[src/hdl/sfe_pkg.sv]
// ============================================================================
// sfe_pkg: shared types and constants of the stereo feedforward echo
// Holds the word formats of both channels, register selects and sizes.
// ============================================================================
`default_nettype none

package sfe_pkg;

    // Default number of frames held by each delay line.
    localparam int unsigned HISTORY_DEPTH_DEF = 32768;

    // Output queue size and the widths that follow from it.
    localparam int unsigned OFIFO_DEPTH = 4;
    localparam int unsigned OFIFO_AW    = 2;
    localparam int unsigned OFIFO_CW    = 3;

    // Register map: one 32-bit register every four bytes.
    localparam int unsigned PADDR_W = 3;
    localparam int unsigned PDATA_W = 32;

    localparam logic [15:0] GAIN_RESET = 16'd16384;

    typedef enum logic
    {
        REG_DELAY_LENGTH = 1'b0,
        REG_DECAY_GAIN   = 1'b1
    } reg_sel_t;

    typedef struct packed
    {
        logic signed [15:0] left_sample;
        logic signed [15:0] right_sample;
        logic               clip_start;
    } in_word_t;

    typedef struct packed
    {
        logic signed [15:0] left_out;
        logic signed [15:0] right_out;
    } out_word_t;

    // Per-word control that travels with a frame into both lanes.
    typedef struct packed
    {
        logic accept;
        logic bypass;
        logic pass;
    } lane_ctrl_t;

endpackage

`default_nettype wire

[src/hdl/sfe_ofifo.sv]
// ============================================================================
// sfe_ofifo: result queue of the echo
// Merges both lane results into one word and buffers it for the receiver.
// ============================================================================
`default_nettype none

module sfe_ofifo
    import sfe_pkg::*;
(
    input  wire logic                clk,
    input  wire logic                rst_n,
    input  wire logic                push,
    input  wire logic signed [15:0]  left_mixed,
    input  wire logic signed [15:0]  right_mixed,
    input  wire logic                pop,
    output out_word_t                word,
    output logic                     valid,
    output logic [OFIFO_CW-1:0]      count
);

    out_word_t             store [OFIFO_DEPTH];
    logic [OFIFO_AW-1:0]   wptr_reg;
    logic [OFIFO_AW-1:0]   wptr_next;
    logic [OFIFO_AW-1:0]   rptr_reg;
    logic [OFIFO_AW-1:0]   rptr_next;
    logic [OFIFO_CW-1:0]   count_reg;
    logic [OFIFO_CW-1:0]   count_next;
    logic                  do_pop;

    assign do_pop = pop && (count_reg != '0);

    always_comb
    begin
        wptr_next  = push   ? wptr_reg + 1'b1 : wptr_reg;
        rptr_next  = do_pop ? rptr_reg + 1'b1 : rptr_reg;
        count_next = count_reg + OFIFO_CW'(push) - OFIFO_CW'(do_pop);
    end

    always_ff @(posedge clk)
    begin
        if (push)
        begin
            store[wptr_reg] <= '{left_out: left_mixed, right_out: right_mixed};
        end
    end

    always_ff @(posedge clk or negedge rst_n)
    begin
        if (!rst_n)
        begin
            wptr_reg  <= '0;
            rptr_reg  <= '0;
            count_reg <= '0;
        end
        else
        begin
            wptr_reg  <= wptr_next;
            rptr_reg  <= rptr_next;
            count_reg <= count_next;
        end
    end

    assign word  = store[rptr_reg];
    assign valid = (count_reg != '0);
    assign count = count_reg;

endmodule

`default_nettype wire

[config.mk]
export PLATFORM = sky130hd
export DESIGN_NAME = sfe_ofifo
export DESIGN_NICKNAME = d
export VERILOG_FILES = /design/src/hdl/sfe_pkg.sv /design/src/hdl/sfe_ofifo.sv
export SDC_FILE = /design/constraint.sdc
export NUM_CORES = 1
export LEC_CHECK = 0
export ABC_AREA = 1
export BUFFER_PORTS_ARGS = -buffer_cell sky130_fd_sc_hd__buf_2
export CAP_MARGIN = 20
export CORE_MARGIN = 3
export CORE_UTILIZATION = 36
export CTS_CLUSTER_DIAMETER = 30
export CTS_CLUSTER_SIZE = 24
export DETAILED_ROUTE_END_ITERATION = 8
export HOLD_SLACK_MARGIN = 0.15
export PLACE_DENSITY = 0.64
export SLEW_MARGIN = 30
export SYNTH_ARGS = -nofsm -noshare
export SYNTH_HDL_FRONTEND = slang
export SYNTH_SLANG_ARGS = --single-unit
[constraint.sdc]
create_clock -name clk -period 1.85 [get_ports clk]
set_input_delay 0.4625 -clock clk [delete_from_list [all_inputs] [get_ports clk]]
set_output_delay 0.4625 -clock clk [all_outputs]
set_load 0.005 [all_outputs]
==> results of run 1 <==
## what timing repair did
action / CTS / global route
hold endpoints to repair: 7 / 0
buffers inserted: 1 / 1
setup endpoints to repair: 33 / 33
resized for setup: 21 / 12
hold buffers: 1 / 0
pin swaps: 5 / 3
## metal layers
layer | vias up | global-route usage [%] | wire (µm)
met5 | - | 0 | 16
met4 | 4 | 5.99 | 170
met3 | 17 | 4.62 | 534
met2 | 75 | 23.4 | 5380
met1 | 1612 | 16.4 | 4530
li1 | 1709 | - | -
## placed cells by master, fill, tap and decap left out, types with 3 or more instances in the layout
master       n
o21ai_0     29
buf_2       71
buf_12      11
nand2_1    112
nor2_1      57
dfrtp_1      6
ha_1         5
nor2_2       7
clkinv_2     4
buf_4        9
clkinv_1     6
inv_1       41
inv_2        5
bufinv_16    3
clkbuf_16   17
o21ai_1     36
edfxtp_1   128
## worst paths after layout
path | start | end | slack, ps | cells after the start
min reg2reg | rptr_reg[1] | rptr_reg[1] | 500 | 2
max in group asynchronous | rst_n | rptr_reg[0] | 1250 | 2
max reg2reg | count[0] | count[2] | -10 | 11
max | rptr_reg[0] | word[17] | -210 | 6
min in group asynchronous | rst_n | count[2] | 420 | 2
min | left_mixed[3] | store[3][19] | 270 | 1
## cells by family after synthesis
group                    Yosys count
AND/OR/NAND/NOR                  179
flip-flops                       135
buffers and inverters             69
AO/OA/AOI/OAI                     65
adder cells (fa/ha/maj)            7
XOR/XNOR                           3
## through the flow
stage	instance area (µm²)	total power [mW]	setup slack, ps	hold WS (ps)
5_1_grt	6830	12.0	-334	248
4_1_cts	6810	11.3	-246	246
2_1_floorplan	5460	6.36	-49.8	167
6_report	6830	11.2	-211	267
3_5_place_dp	6180	7.94	-56.0	306
3_3_place_gp	6180	7.81	-26.6	300
## cell type report
| class | instances | area [µm²] |
|---|---|---|
| clock inverters | 13 | 136 |
| clock buffers | 19 | 433 |
| well taps | 184 | 230 |
| fillers | 1281 | 7870 |
| flip-flops and latches | 135 | 4020 |
| repair buffers | 94 | 679 |
| multi-input cells | 254 | 1150 |
| inverters | 47 | 176 |
## critical path: cells and delay by family (launching register included)
kind | cells | cell delay, ps
flops | 1 | 540
buf+inv | 2 | 330
simple gates | 3 | 250
compound gates | 1 | 70
## power by group through the flow
stage          clock (mW)  combinational, mW  sequential (mW)
6_report             3.24               3.71             4.22
2_1_floorplan           0               2.14             4.22
5_1_grt              3.47               4.25             4.27
3_5_place_dp            0               3.67             4.27
3_3_place_gp            0               3.58             4.23
4_1_cts              3.31               3.79             4.22
==> summary.md, run 1 <==
| Metric | Value |
|---|---|
| Status | `complete, but fails checks` |
| Failing checks | `setup timing` |
| CP Class | `flip-flop to output port` |
| Most common cell in the netlist | `edfxtp_1` |
| Synth Warn # | `0` |
| Worst Path Required | `~1400 ps` |
| Die Ht | `between 100 and 150 µm` |
| Power per Cell Area | `approximately 1600 nW/µm²` |
| CTS Buffer Depth | `2` |
| Max reg flops | `~130` |
| Reg power frac | `between 30% and 40%` |
| Syn nets | `~500` |
| Drt first pass iters | `4` |
| Avg Cell Area, Syn | `between 10 and 15 µm²` |
| Setup WS post-layout | `-211 ps` |
| Antenna Violating Nets Remaining | `0` |
| Internal power | `~7.6 mW` |
| Via/cell ratio | `around 4.6` |
| Max stage delay cell, worst path | `dfrtp_4` |
| CTS tree | `done` |
| Arrival time at the worst endpoint | `between 1500 and 2000 ps` |
| Vias in the first global route | `3479` |
| First-pass GRT wire length | `approximately 17 mm` |
| RSZ-0062 raised after global routing | `yes` |
| Synth area leader | `edfxtp_1` |
| Clk Latency, worst-skew pair | `410 ps` |
| Starting Density | `between 30% and 40%` |
| Core footprint | `14700 µm²` |
| Minimum clock period | `2060 ps` |
| Clk pin slew, worst setup/hold paths | `~50 ps` |
| Synth Area in Compound Gates | `roughly 6.0%` |
| Largest net degree at the start of global routing | `between 50 and 60` |
| Adder-cell share of the synthesized area | `1.74%` |
| Clk sinks | `around 140` |
| Clock share of power | `~29%` |
| Port Buffers | `slightly above 70` |
| Diode count | `0` |
| Tcrit/Tclk final | `111%` |
| Io pins | `72` |
| Row count | `44` |
| Worst Tran Pin Value | `426 ps` |
| Post-synthesis sequential area ratio | `73.7%` |
| Synthesized area | `5450 µm²` |
| DIE WIDTH | `approximately 130 µm` |
| Relative slew slack | `71.4%` |
| Detailed Place HPWL | `roughly 6.8 mm` |
| Total number of vias | `about 3.4k` |
| # nets final | `slightly below 600` |
| HP Class | `input port to flip-flop` |
| Combinational power share | `between 30% and 40%` |
| DR WL/cell | `roughly 14 µm` |
| Area Growth Syn to Fin | `25.2%` |
| Final wirelength | `10.6 mm` |
| Synth top area cells | `edfxtp_1 (70%), nand2_1 (7.7%), nor2_1 (4.5%)` |
| Post-synth top flop | `edfxtp_1` |
| Worst-case vdd ir drop | `slightly below 0.7 mV` |
| DR iter-0 viols | `approximately 170` |
| Critical path, cell by cell | `buf_12 -> nor2_1 -> nor2_1 -> o21ai_0 -> nand2_1 -> buf_2` |
| Most common cell on crit path | `nor2_1` |
| Ys async rst share | `roughly 5.2%` |
| Setup Skew | `roughly 4.6 ps` |
| Die ar. | `16700 µm²` |
| H-tree depth | `4` |
| Crit-path max cell delay | `about 540 ps` |
| Pleak | `between 2 and 3 nW` |
| Root Buffer | `clkbuf_16` |
| Yosys top cell area share | `between 70% and 80%` |
| CTS Buf Count | `17` |
| Sw power | `between 3 and 4 mW` |
| Placed cell count | `just over 700` |
| FF+latch count, synth | `around 140` |
| Initial antenna violation count | `2` |
| Core Util, Final | `between 40% and 50%` |
| Largest family of logic cells by synthesized area | `simple AND/OR/NAND/NOR gates` |
| Non-filler instance count after layout | `746` |
| Number of synthesized flops with an enable pin | `~130` |
| Fin. max-slew vios | `0` |
| Synth Area in XOR/XNOR | `less than 1%` |
| Worst setup SP type | `flip-flop` |
| Crit path max fanout | `30` |
| Residual DRC | `0` |
| Mux contribution to synthesized area | `0%` |
| Setup crit end kind | `output port` |
| Post-synth top cells | `edfxtp_1 (128), nand2_1 (112), nor2_1 (65)` |
| Max Fclk | `485 MHz` |
| Max-cap violations | `0` |
| RD Place Congestion | `roughly 0.7` |
| Setup Viol. Count Final | `33` |
| Tot GR Track Use | `between 10% and 20%` |
| Post-Synth Simple-Gate Area | `approximately an eighth` |
| Share of cells above drive strength 1 | `23.8%` |
| Synth Instances | `about 460` |
| Sw Ratio | `about a third` |
| TNS Setup | `-5510 ps` |
| Post-synthesis cell type count | `19` |
| Global route overflow | `0` |
| Hold Vio Cnt, Final | `0` |
Note: power is estimated with default switching activity, not from simulation.
==> run 2: changes to the inputs <==
PLACE_DENSITY = default   (was 0.64)
PLACE_DENSITY_LB_ADDON = 0.08   (was default)
==> run 2 against run 1 <==
The run still ends with setup timing left; non-clock buffer count increased by 5; final area increased by 0.26%; clock power increased by 4%; critical path depth unchanged; maximum frequency decreased by 0.41%; critical endpoint is now word[16]; largest power group unchanged.
==> summary.md, run 2 (synthesis gave the netlist of run 1 again) <==
| Metric | Value |
|---|---|
| Status | `complete, but fails checks` |
| Failing checks | `setup timing` |
| Io pins | `72 (unchanged)` |
| Internal power | `7.84 mW (+2.5%)` |
| Power per Cell Area | `1670 nW/µm² (+2.4%)` |
| Setup Skew | `6.57 ps (+1.94 ps)` |
| Most common cell after layout, fill and taps aside | `edfxtp_1` |
| Diode count | `0 (unchanged)` |
| First-pass GRT wire length | `17.7 mm (+2.0%)` |
| Reg2reg end | `count[2]` |
| Critical path, cell by cell | `buf_12 -> nor2_1 -> nor2_1 -> o21ai_0 -> nand2_1 -> buf_2` |
| CTS tree | `done` |
| Vias in the first global route | `3275 (-5.9%)` |
| R2R depth | `11 (unchanged)` |
| Hold Vio Cnt, Final | `0 (unchanged)` |
| DR iter-0 viols | `209 (+25%)` |
| Sw power | `3.62 mW (+2.9%)` |
| DR WL/cell | `15.4 µm (+8.2%)` |
| DIE WIDTH | `129 µm (unchanged)` |
| RD Place Congestion | `0.678 (-3.8%)` |
| Residual DRC | `0 (unchanged)` |
| Row count | `44 (unchanged)` |
| Max-cap violations | `0 (unchanged)` |
| Root Buffer | `clkbuf_16` |
| Crit-path max cell delay | `550 ps (about the same)` |
| Via/cell ratio | `4.55 (-0.59%)` |
| CTS Buf Count | `17 (unchanged)` |
| Total Power | `11.5 mW (+2.6%)` |
| Worst Tran Pin Value | `273 ps (-153 ps)` |
| Fin. max-slew vios | `0 (unchanged)` |
| Area Growth Syn to Fin | `25.5%` |
| Worst setup SP type | `flip-flop` |
| CP endpoint | `word[16]` |
| Worst Path Required | `1390 ps (about the same)` |
| Worst Setup SP | `rptr_reg[0]` |
| Die Ht | `129 µm (unchanged)` |
| Flop2flop setup slack | `20 ps (+30 ps)` |
| Combinational power share | `33.8% (+0.6 points)` |
| Max reg flops | `128 (unchanged)` |
| Pleak | `2.86 nW (+1.6%)` |
| CTS Buffer Depth | `2 (unchanged)` |
| Starting Density | `37.1% (unchanged)` |
| Setup Viol. Count Final | `32 (-3.0%)` |
| Clk pin slew, worst setup/hold paths | `50 ps (about the same)` |
| Drt first pass iters | `4 (unchanged)` |
| # nets final | `597 (+0.84%)` |
| Largest net degree at the start of global routing | `46 (-9.8%)` |
| Global route overflow | `0 (unchanged)` |
| CP Class | `flip-flop to output port` |
| Most frequent cells in the layout | `edfxtp_1 (128), nand2_1 (112), buf_2 (71)` |
| Antenna Violating Nets Remaining | `0 (unchanged)` |
| TNS Setup | `-5860 ps (-349 ps)` |
| Share of cells above drive strength 1 | `23.5% (-0.35 points)` |
| Clock share of power | `29.4% (+0.4 points)` |
| Arrival time at the worst endpoint | `1610 ps (about the same)` |
| Max Fclk | `483 MHz (-0.41%)` |
| RSZ-0062 raised after global routing | `yes` |
| Final wirelength | `11.6 mm (+8.8%)` |
| Setup crit end kind | `output port` |
| Clk Latency, worst-skew pair | `410 ps (about the same)` |
| Detailed Place HPWL | `6.28 mm (-7.1%)` |
| Most common cell on crit path | `nor2_1` |
| Minimum clock period | `2070 ps (+8.49 ps)` |
| Clk sinks | `135 (unchanged)` |
| Tcrit/Tclk final | `112% (+0.46 points)` |
| Reg power frac | `36.8% (-1.0 points)` |
| Max stage delay cell, worst path | `dfrtp_4` |
| HP Class | `input port to flip-flop` |
| Crit path max fanout | `23 (-23%)` |
| Initial antenna violation count | `1 (-1)` |
| Core footprint | `14700 µm² (unchanged)` |
| Hold slack | `264 ps (-2.79 ps)` |
| Setup WS post-layout | `-220 ps (-8.49 ps)` |
| Worst-case vdd ir drop | `0.639 mV (-7.7%)` |
| Sw Ratio | `31.6% (+0.087 points)` |
| Filler instances | `1340 (+4.6%)` |
| Total number of vias | `3415 (-0.059%)` |
| H-tree depth | `4 (unchanged)` |
| FF-to-FF Start | `count[0]` |
| Die ar. | `16700 µm² (unchanged)` |
| Port Buffers | `71 (unchanged)` |
| Relative slew slack | `81.8% (+10 points)` |
| Tot GR Track Use | `14.5% (+0.57 points)` |
-- run 2: critical path, delay by kind of cell, from the launching register on --
| kind | cells | cell delay, ps |
|---|---|---|
| simple gates | 3 | 260 |
| compound gates | 1 | 60 |
| flops | 1 | 550 |
| buf+inv | 2 | 330 |
-- run 2: what timing repair did --
| item | 4_1_cts | 5_1_grt |
|---|---|---|
| endpoints found under the hold margin | 7 | 0 |
| setup buffers | 3 | 1 |
| hold buffers | 1 | 0 |
| endpoints found under the setup margin | 33 | 33 |
| pin swaps | 2 | 3 |
| gates cloned | 2 | 1 |
| resized for setup | 7 | 6 |
-- run 2: through the flow --
stage	cells	setup WS (ps)	cell area [µm²]	utilization [%]
after global routing	750	-319	6850	46.6
after floorplan	458	-49.8	5460	-
after CTS	748	-252	6810	46.3
after global placement	711	-20.9	6110	41.6
after detailed placement	711	-42.0	6110	41.6
final	750	-220	6850	46.6
-- run 2: power by group through the flow --
stage	Clock (mW)	Combinational, mW	Sequential [mW]
2_1_floorplan	0	2.14	4.22
3_5_place_dp	0	3.57	4.25
4_1_cts	3.45	3.92	4.20
3_3_place_gp	0	3.54	4.23
6_report	3.37	3.88	4.21
5_1_grt	3.58	4.41	4.26
-- run 2: worst min path at each step --
stage / startpoint / to / depth (start not counted)
after floorplan: rst_n / count[0] / 0
after global placement: rst_n / count[2] / 1
after detailed placement: rst_n / count[0] / 1
after CTS: left_mixed[6] / store[1][22] / 1
after global routing: left_mixed[8] / store[0][24] / 1
final: left_mixed[6] / store[1][22] / 1
-- run 2: metal layers --
layer | wire length, µm | vias up | share of wire [%] | GRT usage [%]
li1 | - | 1720 | - | -
met2 | 5570 | 83 | 48 | 23.3
met3 | 593 | 14 | 5.1 | 4.25
met1 | 5200 | 1596 | 45 | 18.5
met5 | 7 | - | 0.061 | 0
met4 | 183 | 2 | 1.6 | 6.18
-- run 2: final cells by class --
type	count	area [µm²]	share of cell area, %
clock buffers	18	429	6.27
clock inverters	13	161	2.36
inverters	47	179	2.61
multi-input cells	254	1130	16.5
flip-flops and latches	135	4020	58.8
well taps	184	230	3.36
repair buffers	99	696	10.2
==> run 3: changes to the inputs <==
clock period = 2 ns   (was 1.85 ns; I/O delays follow)
==> run 3 against run 2 <==
The run still ends with setup timing left; critical path depth increased by 1; sequential power shrank 7.6%; sequential share of layout area is 2.1 points lower; clock power shrank 7.1%; final cell count rose by 0.80%; worst hold slack better by 38 ps; clock skew hardly changed; utilization rose by 1.7 points; register-to-register slack about the same; critical path type unchanged.
==> summary.md, run 3 (synthesis gave the netlist of run 1 again) <==
| Metric | Value |
|---|---|
| Status | `complete, but fails checks` |
| Failing checks | `setup timing` |
| Critical path, cell by cell | `buf_8 -> clkbuf_16 -> nor2_2 -> nor2_1 -> o21ai_1 -> nand2_1 -> buf_2` |
| Setup Skew | `6.69 ps (+0.114 ps)` |
| Tot GR Track Use | `14.0% (-0.55 points)` |
| Worst Path Required | `1500 ps (+110 ps)` |
| Setup WS post-layout | `-171 ps (+48.8 ps)` |
| Relative slew slack | `73.3% (-8.4 points)` |
| Port Buffers | `71 (unchanged)` |
| Row count | `44 (unchanged)` |
| Drt first pass iters | `4 (unchanged)` |
| Setup crit end kind | `output port` |
| Worst setup SP type | `flip-flop` |
| Worst-case vdd ir drop | `0.630 mV (-1.4%)` |
| Root Buffer | `clkbuf_16` |
| Sw Ratio | `32.9% (+1.3 points)` |
| # nets final | `602 (+0.84%)` |
| Minimum clock period | `about 2200 ps` |
| Detailed Place HPWL | `6.60 mm (+5.1%)` |
| CP Class | `flip-flop to output port` |
| Die Ht | `129 µm (unchanged)` |
| DR WL/cell | `16.1 µm (+4.5%)` |
| CTS tree | `done` |
| DR iter-0 viols | `254 (+22%)` |
| Crit path max fanout | `13 (-43%)` |
| Pleak | `2.93 nW (+2.6%)` |
| Area Growth Syn to Fin | `30.2%` |
| RD Place Congestion | `0.735 (+8.5%)` |
| Arrival time at the worst endpoint | `1670 ps (+60 ps)` |
| Max-cap violations | `0 (unchanged)` |
| Setup Viol. Count Final | `32 (unchanged)` |
| Cell Area, Placed | `6130 µm² (+0.41%)` |
| H-tree depth | `4 (unchanged)` |
| Tcrit/Tclk final | `109%` |
| Clk sinks | `135 (unchanged)` |
| Via/cell ratio | `4.59 (+0.89%)` |
| Global route overflow | `0 (unchanged)` |
| CTS Buf Count | `17 (unchanged)` |
| Filler instances | `1317 (-1.7%)` |
| Residual DRC | `0 (unchanged)` |
| Io pins | `72 (unchanged)` |
| Power per Cell Area | `1570 nW/µm² (-6.3%)` |
| HP Class | `input port to flip-flop` |
| Combinational power share | `36.9% (+3.1 points)` |
| Die ar. | `16700 µm² (unchanged)` |
| Fin area | `7100 µm² (+3.7%)` |
| Initial antenna violation count | `1 (unchanged)` |
| Fin. max-slew vios | `0 (unchanged)` |
| Diode count | `0 (unchanged)` |
| DIE WIDTH | `129 µm (unchanged)` |
| Clk Latency, worst-skew pair | `410 ps (about the same)` |
| Total number of vias | `3473 (+1.7%)` |
| Starting Density | `37.1% (unchanged)` |
| Max reg flops | `128 (unchanged)` |
| Vias in the first global route | `3379 (+3.2%)` |
| Most frequent cells in the layout | `edfxtp_1 (128), nand2_1 (111), buf_2 (71)` |
| Worst Tran Pin Value | `399 ps (+126 ps)` |
| Pre-CTS setup slack | `-56.0 ps (-14.0 ps)` |
| RSZ-0062 raised after global routing | `yes` |
| Share of cells above drive strength 1 | `28.8% (+5.3 points)` |
| Max Fclk | `461 MHz` |
| Crit-path max cell delay | `510 ps (-40 ps)` |
| Reg power frac | `35.0% (-1.8 points)` |
| Clock share of power | `28.1% (-1.3 points)` |
| Hold Vio Cnt, Final | `0 (unchanged)` |
| Clk pin slew, worst setup/hold paths | `60 ps (about the same)` |
| Antenna Violating Nets Remaining | `0 (unchanged)` |
| Max stage delay cell, worst path | `dfrtp_4` |
| Sw power | `3.67 mW (+1.4%)` |
| CTS Buffer Depth | `2 (unchanged)` |
| Most common cell after layout, fill and taps aside | `edfxtp_1` |
| Largest net degree at the start of global routing | `65 (+41%)` |
| Internal power | `7.47 mW (-4.7%)` |
| First-pass GRT wire length | `17.4 mm (-1.7%)` |
| Core footprint | `14700 µm² (unchanged)` |
| Final wirelength | `12.2 mm (+5.3%)` |
[run 3: per-layer routing]
layer  part of all wire (%)  global-route usage (%)  vias up  wire length [µm]
li1                       -                       -     1735                 -
met1                     45                    16.7     1650              5440
met2                     49                    23.4       73              5910
met3                    5.5                    5.23       13               666
met4                    1.2                    4.82        2               141
met5                   0.11                       0        -                13
[run 3: per-stage QoR]
step	hold WS, ps	utilization, %	setup TNS (ps)	total power, mW	instances
floorplan	204	-	0	5.88	458
global route	285	48.3	-7090	11.9	756
detailed placement	353	41.7	-56.0	7.26	708
global placement	344	41.7	0	7.20	708
finish	302	48.3	-4150	11.1	756
CTS	276	46.1	-3530	10.5	743
[run 3: critical path: cells and delay by family (launching register included)]
family | cells | cell delay [ps]
AOI/OAI and AO/OA | 1 | 70
buffers and inverters | 3 | 450
DFF | 1 | 510
and+or+nand+nor | 3 | 210
[run 3: final cells by class]
cell class                 count  area (µm²)  share of cell area [%]
tap                          184         230                    3.24
multi-input combinational    254        1210                    17.0
clock buffer                  17         425                    5.99
inverter                      47         181                    2.55
sequential                   135        4020                    56.6
clock inverter                15         176                    2.48
timing repair buffer         104         858                    12.1
[run 3: worst paths after layout]
kind,slack [ps],cells past startpoint,endpoint,startpoint
hold reg to reg,500,2,rptr_reg[1],rptr_reg[1]
setup reg to reg,30,11,count[2],count[1]
min in group asynchronous,450,2,rptr_reg[0],rst_n
setup / recovery,-170,7,word[14],rptr_reg[0]
max in group asynchronous,1370,2,rptr_reg[0],rst_n
hold / removal,300,1,store[3][26],left_mixed[10]
[run 3: power by group through the flow]
| stage | clock network, mW | registers, mW | logic [mW] |
|---|---|---|---|
| after detailed placement | 0 | 3.98 | 3.29 |
| final | 3.13 | 3.89 | 4.11 |
| after global placement | 0 | 3.96 | 3.25 |
| after global routing | 3.34 | 3.94 | 4.61 |
| after CTS | 3.20 | 3.90 | 3.42 |
| after floorplan | 0 | 3.90 | 1.98 |
[run 3: repair_timing]
| action | CTS | global route |
|---|---|---|
| pin swaps | 0 | 17 |
| endpoints found under the setup margin | 33 | 33 |
| setup buffers | 2 | 7 |
| hold buffers | 1 | 0 |
| gates resized for setup | 16 | 50 |
| hold endpoints to repair | 7 | 0 |
| cloned | 0 | 6 |
